<file path="src/sv/sle_pkg.sv">
`default_nettype none

package sle_pkg;

  localparam int OP_W          = 3;
  localparam int VALUE_W       = 32;
  localparam int POS_W         = 4;
  localparam int STATUS_W      = 2;
  localparam int FOUND_W       = 4;
  localparam int ENTRY_COUNT_W = 5;
  localparam int CAPACITY_DEF  = 16;

  typedef enum logic [OP_W-1:0] {
    OP_APPEND = 3'd0,
    OP_REMOVE = 3'd1,
    OP_SEARCH = 3'd2,
    OP_ALTER  = 3'd3,
    OP_CLEAR  = 3'd4
  } op_t;

  typedef enum logic [STATUS_W-1:0] {
    ST_DONE     = 2'd0,
    ST_FULL     = 2'd1,
    ST_NOTFOUND = 2'd2,
    ST_BADPOS   = 2'd3
  } status_t;

  typedef struct packed {
    logic load;
    logic step;
    logic shift;
    logic rewind;
    logic capture;
    logic append;
    logic alter;
    logic clear;
    logic dec;
  } dp_cmd_t;

  typedef struct packed {
    op_t  op;
    logic full;
    logic pos_ok;
    logic match;
    logic scan_end;
  } dp_sts_t;

endpackage

`default_nettype wire

</file>
<file path="src/sv/sequential_list_engine.sv">
// Append, alter, clear and unused codes finish in the decode state. Search and remove scan
// the entries from index 0 until a match or the end of the list; a remove that hits then
// shifts the later entries down one place. One transaction at a time, and a new one is
// accepted in the strobe cycle. Results cannot stall.
// Synchronous active-low reset empties the list; memory is not cleared.
`default_nettype none

module sequential_list_engine #(
  parameter int CAPACITY = sle_pkg::CAPACITY_DEF
) (
  input  logic                                 clk,
  input  logic                                 rst_n,
  input  logic                                 start,
  output logic                                 busy,
  input  logic [sle_pkg::OP_W-1:0]             in_operation,
  input  logic signed [sle_pkg::VALUE_W-1:0]   in_value,
  input  logic [sle_pkg::POS_W-1:0]            in_position,
  output logic                                 out_valid,
  output logic [sle_pkg::STATUS_W-1:0]         out_status,
  output logic [sle_pkg::FOUND_W-1:0]          out_found_index,
  output logic [sle_pkg::ENTRY_COUNT_W-1:0]    out_entry_count
);
  import sle_pkg::*;

  dp_cmd_t cmd;
  dp_sts_t sts;

  sle_ctrl u_ctrl (
    .clk        (clk),
    .rst_n      (rst_n),
    .start      (start),
    .busy       (busy),
    .cmd        (cmd),
    .sts        (sts),
    .out_valid  (out_valid),
    .out_status (out_status)
  );

  sle_dp #(
    .CAPACITY (CAPACITY)
  ) u_dp (
    .clk          (clk),
    .rst_n        (rst_n),
    .cmd          (cmd),
    .sts          (sts),
    .in_operation (in_operation),
    .in_value     (in_value),
    .in_position  (in_position),
    .found_index  (out_found_index),
    .entry_count  (out_entry_count)
  );

`ifndef SYNTHESIS
  a_strobe_when_idle: assert property (@(posedge clk) disable iff (!rst_n)
    out_valid |-> !busy)
    else $error("result strobe raised while a transaction is still in progress");

  a_accept_goes_busy: assert property (@(posedge clk) disable iff (!rst_n)
    start && !busy |=> busy)
    else $error("accepted transaction did not make the engine busy");

  a_full_count: assert property (@(posedge clk) disable iff (!rst_n)
    out_valid && (out_status == ST_FULL) |-> out_entry_count == ENTRY_COUNT_W'(CAPACITY))
    else $error("list full reported with an entry count below capacity");

  a_index_only_on_done: assert property (@(posedge clk) disable iff (!rst_n)
    out_valid && (out_found_index != '0) |-> out_status == ST_DONE)
    else $error("non-zero found index reported with a failing status");
`endif

endmodule

`default_nettype wire

</file>
<file path="src/sv/sle_dp.sv">
`default_nettype none

module sle_dp #(
  parameter int CAPACITY = sle_pkg::CAPACITY_DEF
) (
  input  logic                                 clk,
  input  logic                                 rst_n,
  input  sle_pkg::dp_cmd_t                     cmd,
  output sle_pkg::dp_sts_t                     sts,
  input  logic [sle_pkg::OP_W-1:0]             in_operation,
  input  logic signed [sle_pkg::VALUE_W-1:0]   in_value,
  input  logic [sle_pkg::POS_W-1:0]            in_position,
  output logic [sle_pkg::FOUND_W-1:0]          found_index,
  output logic [sle_pkg::ENTRY_COUNT_W-1:0]    entry_count
);
  import sle_pkg::*;

  localparam int IDX_W = (CAPACITY > 1) ? $clog2(CAPACITY) : 1;
  localparam int CNT_W = $clog2(CAPACITY + 1);
  localparam int PTR_W = $clog2(CAPACITY + 2);
  localparam int CMP_W = (POS_W > CNT_W) ? POS_W : CNT_W;

  logic signed [VALUE_W-1:0] mem [CAPACITY];

  op_t                       op_r;
  logic signed [VALUE_W-1:0] value_r;
  logic [POS_W-1:0]          pos_r;
  logic [CNT_W-1:0]          count_r;
  logic [PTR_W-1:0]          ptr_r;
  logic [IDX_W-1:0]          chk_idx_r;
  logic                      pend_r;
  logic                      inr_r;
  logic signed [VALUE_W-1:0] rdata_r;
  logic [IDX_W-1:0]          hit_r;

  logic                      wr_en;
  logic [IDX_W-1:0]          wr_addr;
  logic signed [VALUE_W-1:0] wr_data;

  always_comb begin
    wr_en   = 1'b0;
    wr_addr = count_r[IDX_W-1:0];
    wr_data = value_r;
    priority if (cmd.append) begin
      wr_en = 1'b1;
    end else if (cmd.alter) begin
      wr_en   = 1'b1;
      wr_addr = IDX_W'(pos_r);
    end else if (cmd.shift && pend_r && inr_r) begin
      wr_en   = 1'b1;
      wr_addr = chk_idx_r - IDX_W'(1);
      wr_data = rdata_r;
    end else begin
      wr_en = 1'b0;
    end
  end

  always_ff @(posedge clk) begin
    if (wr_en) begin
      mem[wr_addr] <= wr_data;
    end
    if (cmd.step) begin
      rdata_r <= mem[ptr_r[IDX_W-1:0]];
    end
  end

  always_ff @(posedge clk) begin
    if (cmd.load) begin
      op_r    <= op_t'(in_operation);
      value_r <= in_value;
      pos_r   <= in_position;
    end
  end

  always_ff @(posedge clk) begin
    if (!rst_n) begin
      count_r   <= '0;
      ptr_r     <= '0;
      pend_r    <= 1'b0;
      inr_r     <= 1'b0;
      chk_idx_r <= '0;
      hit_r     <= '0;
    end else begin
      if (cmd.append) begin
        count_r <= count_r + CNT_W'(1);
      end else if (cmd.clear) begin
        count_r <= '0;
      end else if (cmd.dec) begin
        count_r <= count_r - CNT_W'(1);
      end

      if (cmd.load) begin
        ptr_r  <= '0;
        pend_r <= 1'b0;
        hit_r  <= '0;
      end else if (cmd.rewind) begin
        ptr_r  <= PTR_W'(chk_idx_r) + PTR_W'(1);
        pend_r <= 1'b0;
      end else if (cmd.step) begin
        ptr_r     <= ptr_r + PTR_W'(1);
        pend_r    <= 1'b1;
        inr_r     <= ptr_r < PTR_W'(count_r);
        chk_idx_r <= ptr_r[IDX_W-1:0];
      end

      if (cmd.capture) begin
        hit_r <= chk_idx_r;
      end
    end
  end

  always_comb begin
    sts.op       = op_r;
    sts.full     = count_r == CNT_W'(CAPACITY);
    sts.pos_ok   = CMP_W'(pos_r) < CMP_W'(count_r);
    sts.match    = pend_r && inr_r && (rdata_r == value_r);
    sts.scan_end = pend_r && !inr_r;
  end

  assign found_index = FOUND_W'(hit_r);
  assign entry_count = ENTRY_COUNT_W'(count_r);

endmodule

`default_nettype wire

</file>
<file path="src/sv/sle_ctrl.sv">
`default_nettype none

module sle_ctrl (
  input  logic                          clk,
  input  logic                          rst_n,
  input  logic                          start,
  output logic                          busy,
  output sle_pkg::dp_cmd_t              cmd,
  input  sle_pkg::dp_sts_t              sts,
  output logic                          out_valid,
  output logic [sle_pkg::STATUS_W-1:0]  out_status
);
  import sle_pkg::*;

  typedef enum logic [1:0] {
    S_IDLE,
    S_DECODE,
    S_SCAN,
    S_SHIFT
  } state_t;

  state_t  state_r, state_nxt;
  logic    valid_r, valid_nxt;
  status_t status_r, status_nxt;

  always_comb begin
    cmd        = '0;
    state_nxt  = state_r;
    valid_nxt  = 1'b0;
    status_nxt = status_r;
    unique case (state_r)
      S_IDLE: begin
        if (start) begin
          cmd.load  = 1'b1;
          state_nxt = S_DECODE;
        end
      end
      S_DECODE: begin
        valid_nxt  = 1'b1;
        status_nxt = ST_DONE;
        state_nxt  = S_IDLE;
        unique case (sts.op)
          OP_APPEND: begin
            if (sts.full) begin
              status_nxt = ST_FULL;
            end else begin
              cmd.append = 1'b1;
            end
          end
          OP_REMOVE, OP_SEARCH: begin
            valid_nxt = 1'b0;
            state_nxt = S_SCAN;
          end
          OP_ALTER: begin
            if (sts.pos_ok) begin
              cmd.alter = 1'b1;
            end else begin
              status_nxt = ST_BADPOS;
            end
          end
          OP_CLEAR: begin
            cmd.clear = 1'b1;
          end
          default: begin
          end
        endcase
      end
      S_SCAN: begin
        cmd.step = 1'b1;
        priority if (sts.match) begin
          if (sts.op == OP_REMOVE) begin
            cmd.rewind = 1'b1;
            state_nxt  = S_SHIFT;
          end else begin
            cmd.capture = 1'b1;
            valid_nxt   = 1'b1;
            status_nxt  = ST_DONE;
            state_nxt   = S_IDLE;
          end
        end else if (sts.scan_end) begin
          valid_nxt  = 1'b1;
          status_nxt = ST_NOTFOUND;
          state_nxt  = S_IDLE;
        end else begin
          state_nxt = S_SCAN;
        end
      end
      S_SHIFT: begin
        cmd.step  = 1'b1;
        cmd.shift = 1'b1;
        if (sts.scan_end) begin
          cmd.dec    = 1'b1;
          valid_nxt  = 1'b1;
          status_nxt = ST_DONE;
          state_nxt  = S_IDLE;
        end
      end
      default: begin
        state_nxt = S_IDLE;
      end
    endcase
  end

  always_ff @(posedge clk) begin
    if (!rst_n) begin
      state_r  <= S_IDLE;
      valid_r  <= 1'b0;
      status_r <= ST_DONE;
    end else begin
      state_r  <= state_nxt;
      valid_r  <= valid_nxt;
      status_r <= status_nxt;
    end
  end

  assign busy       = state_r != S_IDLE;
  assign out_valid  = valid_r;
  assign out_status = status_r;

endmodule

`default_nettype wire

</file>
<file path="config.mk">
export PLATFORM = sky130hd
export DESIGN_NAME = sequential_list_engine
export DESIGN_NICKNAME = d
export VERILOG_FILES = /design/src/sv/sle_pkg.sv /design/src/sv/sequential_list_engine.sv /design/src/sv/sle_dp.sv /design/src/sv/sle_ctrl.sv
export SDC_FILE = /design/constraint.sdc
export NUM_CORES = 1
export LEC_CHECK = 0
export BUFFER_PORTS_ARGS = -buffer_cell sky130_fd_sc_hd__buf_2
export CORE_MARGIN = 8
export CORE_UTILIZATION = 35
export DETAILED_ROUTE_END_ITERATION = 8
export PLACE_DENSITY = 0.52
export SLEW_MARGIN = 10
export SYNTH_ARGS = -nofsm -noshare
export SYNTH_HDL_FRONTEND = slang
export SYNTH_SLANG_ARGS = --single-unit
</file>
<file path="constraint.sdc">
create_clock -name clk -period 11.6 [get_ports clk]
set_input_delay 1.74 -clock clk [delete_from_list [all_inputs] [get_ports clk]]
set_output_delay 1.74 -clock clk [all_outputs]
set_load 0.02 [all_outputs]
</file>
==> impl_metrics.env <==
export IMPL_tns_ps=0
export IMPL_dp_hpwl_um=30200
export IMPL_cts_buffers_inserted=67
export IMPL_ys_ff_latch=608
export IMPL_crit_end="u_dp.mem[2][10]"
export IMPL_hold_buffers=0
export IMPL_nNetsFinal=1275
export IMPL_avgRoutedWirePerCell_um=24.9
export IMPL_drive_above_1_share=0.308
export IMPL_max_slew_worst_pin_slew_ps=1140
export IMPL_h_tree_depth=3
export IMPL_core_area_um2=68100
export IMPL_critPathMaxFanout=57
export IMPL_regToRegSetupSlack_ps=6870
export IMPL_post_route_period_util=0.408
export IMPL_area_delta_synth_final_pct=15.0
export IMPL_start_util=0.351
export IMPL_dpl_cell_count=2034
export IMPL_grt_usage=0.139
export IMPL_reg2regPathDepth=8
export IMPL_route_detailed_drc=0
export IMPL_rsz0062_at_grt="false"
export IMPL_grt_pass1_wl_um=79200
export IMPL_ant_nets=0
export IMPL_clk_insertion_delay_late_ps=610
export IMPL_seq_area_frac_synth=0.753
export IMPL_cap_violations=0
export IMPL_ir_drop_v=0.000117
export IMPL_r2r_start="u_ctrl.state_r[1]"
export IMPL_synth_flop_cell="edfxtp_1"
export IMPL_skew_ps=41.2
export IMPL_maxSlewViolCount=0
export IMPL_worstSetupEndpointType="flip-flop"
export IMPL_avgViaCountPerCell=5.24
export IMPL_vias=11293
export IMPL_critPathKind="flip-flop to flip-flop"
export IMPL_path_clk_slew_ps=60
export IMPL_grt_pass1_vias=11686
export IMPL_synth_edf_count=583
export IMPL_setup_viol=0
export IMPL_first_iter_violations=1073
export IMPL_place_gp_congestion=0.766
export IMPL_worstPathArrival_ps=4940
export IMPL_post_cts_setup_buffer_count=0
export IMPL_synth_cell_type_count=65
export IMPL_grt_max_degree=67
export IMPL_clockBufferDepth=3
export IMPL_cts_root_buffer="clkbuf_16"
export IMPL_die_w_um=277
export IMPL_status="complete, no violations"
export IMPL_required_ps=11810
export IMPL_cts_repair_resized=0
export IMPL_numPortBuffers=54
export IMPL_maxSlewHeadroom=0.241
export IMPL_yosys_warnings=0
export IMPL_synthArstFlopShare=0
export IMPL_syn_area_per_cell_um2=21.2
export IMPL_max_freq_mhz=211
export IMPL_grt_overflow_total=0
export IMPL_finalHoldViolCount=0
export IMPL_dr_pass1_iters=8
export IMPL_rows=96
export IMPL_cts_tree="built"
export IMPL_r2r_end="u_dp.mem[2][10]"
export IMPL_routed_wl_um=53700
export IMPL_start_kind="flip-flop"
export IMPL_min_path_type="flip-flop to flip-flop"
export IMPL_dieArea_um2=77000
export IMPL_antenna_found_initial=1
export IMPL_clkSinkCount=608
export IMPL_p_per_area_nw_per_um2=169
export IMPL_syn_num_nets=1184
export IMPL_critPathLaunch="u_ctrl.state_r[1]"
export IMPL_fin_util=0.404
export IMPL_final_cell_count_no_fill=2156
export IMPL_min_period_ps=4730
export IMPL_die_h_um=277
export IMPL_n_antenna_cell=0
export IMPL_fin_hold_ws_ps=478
export IMPL_netlist_instances=1130
export IMPL_p_leak_nw=8.42
export IMPL_netlist_area_um2=23900
export IMPL_n_fill_cell=5982
export IMPL_top_level_ports=55
[through the flow]
step	cell area [um^2]	worst slack (ps)	power [W]
global placement	25400	6970	0.00264
detailed placement	25400	6920	0.00264
global route	27500	6620	0.00480
finish	27500	6870	0.00465
CTS	27500	6890	0.00471
floorplan	23900	7620	0.00258
[cells by family (layout without fill, tap and decap cells)]
family,count (synthesis),after routing,synth area share
buffers and inverters,75,219,0.0123
XOR/XNOR,33,33,0.0121
flip-flops,608,608,0.753
AND/OR/NAND/NOR,137,137,0.0297
multiplexers,192,192,0.166
AO/OA/AOI/OAI,73,73,0.0214
adder cells (fa/ha/maj),12,12,0.00628
[flip-flops by register name, summed over array words and instances, names as in the netlist]
register / cells
u_dp.pend_r: 1
u_dp.chk_idx_r: 4
u_dp.value_r: 32
u_dp.ptr_r: 5
u_ctrl.out_status: 2
u_ctrl.state_r: 2
u_dp.rdata_r: 32
u_dp.pos_r: 4
u_dp.entry_count: 5
u_dp.mem: 512
u_dp.op_r: 3
u_ctrl.out_valid: 1
u_dp.found_index: 4
u_dp.inr_r: 1
[critical path, stage by stage, from the launching register on]
cell	delay, ps
dfxtp_2	310
buf_4	380
nor2b_1	680
nand2_1	200
nor3b_1	770
nand2_1	200
a311oi_1	490
nand2_1	350
nor2_4	960
[how the worst min path moves through the flow]
stage / endpoint / cells after the start / startpoint
finish: u_dp.found_index[3] / 2 / u_dp.found_index[3]
floorplan: u_dp.chk_idx_r[1] / 2 / u_dp.chk_idx_r[1]
detailed placement: u_dp.found_index[3] / 2 / u_dp.found_index[3]
CTS: u_dp.found_index[3] / 2 / u_dp.found_index[3]
global placement: u_ctrl.out_status[0] / 1 / u_ctrl.out_status[0]
global route: u_dp.found_index[3] / 2 / u_dp.found_index[3]
[routing by layer]
metal	track usage	up-vias	wire [um]
met2	0.215	273	25000
met5	0	-	0
met4	0.0364	0	1220
met1	0.197	6033	25100
met3	0.0293	88	2380
li1	-	4899	-
[cells in the final DEF (no fill, tap or decap), types with 6 or more instances in the layout]
cell,synthesis,final
nor4_1,6,6
xor2_1,27,27
nor2_4,0,16
nand2_1,38,38
clkbuf_16,0,68
nand3b_1,7,7
nand2b_1,8,8
clkinv_2,0,15
edfxtp_1,583,583
inv_1,19,18
nor2_1,34,18
mux4_2,160,160
clkbuf_1,37,8
mux2_2,29,29
buf_4,0,24
o21ai_0,13,13
a21oi_1,20,20
xnor2_1,6,6
nand4_1,7,7
nand3_1,13,13
clkinv_1,0,16
dfxtp_1,25,20
nor3_1,6,6
ha_1,12,12
buf_2,4,54
[area by class of cell]
class	instances	area, um^2	share of cell area
clock buffers	76	1730	0.0629
clock inverters	46	400	0.0145
inverters	19	71.3	0.00259
multi-input cells	447	5740	0.209
flip-flops and latches	608	18000	0.655
well taps	882	1100	0.0401
repair buffers	78	450	0.0164
[power breakdown]
| part | total (W) | internal [W] | leakage, nW | switching, W |
|---|---|---|---|---|
| clock | 0.00206 | 0.00118 | 1.04 | 0.000881 |
| sequential | 0.00245 | 0.00243 | 5.47 | 0.0000187 |
| combinational | 0.000138 | 0.0000482 | 1.90 | 0.0000896 |
[Yosys cell counts, drive strengths merged (2+ instances only)]
library cell	n	area (um^2)
o21ai	14	70.1
mux2	29	327
nand4	7	43.8
o211ai	3	27.5
a311oi	4	35.0
dfxtp	25	500
a22oi	2	15.0
nand3	13	65.1
mux4	160	3600
o2111a	2	22.5
nor4	8	71.3
a211o	3	26.3
a311o	3	30.0
nand2b	8	50.1
a21o	2	15.0
nor3b	3	27.5
nor2	34	128
xor2	27	236
nand2	38	143
buf	19	83.8
nand3b	7	52.6
a21oi	20	100
nor4b	2	17.5
ha	12	150
nor2b	3	18.8
nor3	7	40.0
edfxtp	583	17500
xnor2	6	52.6
inv	19	71.3
clkbuf	37	139
mux2i	3	30.0
o31ai	2	15.0
Note: power is estimated with default switching activity, not from simulation.
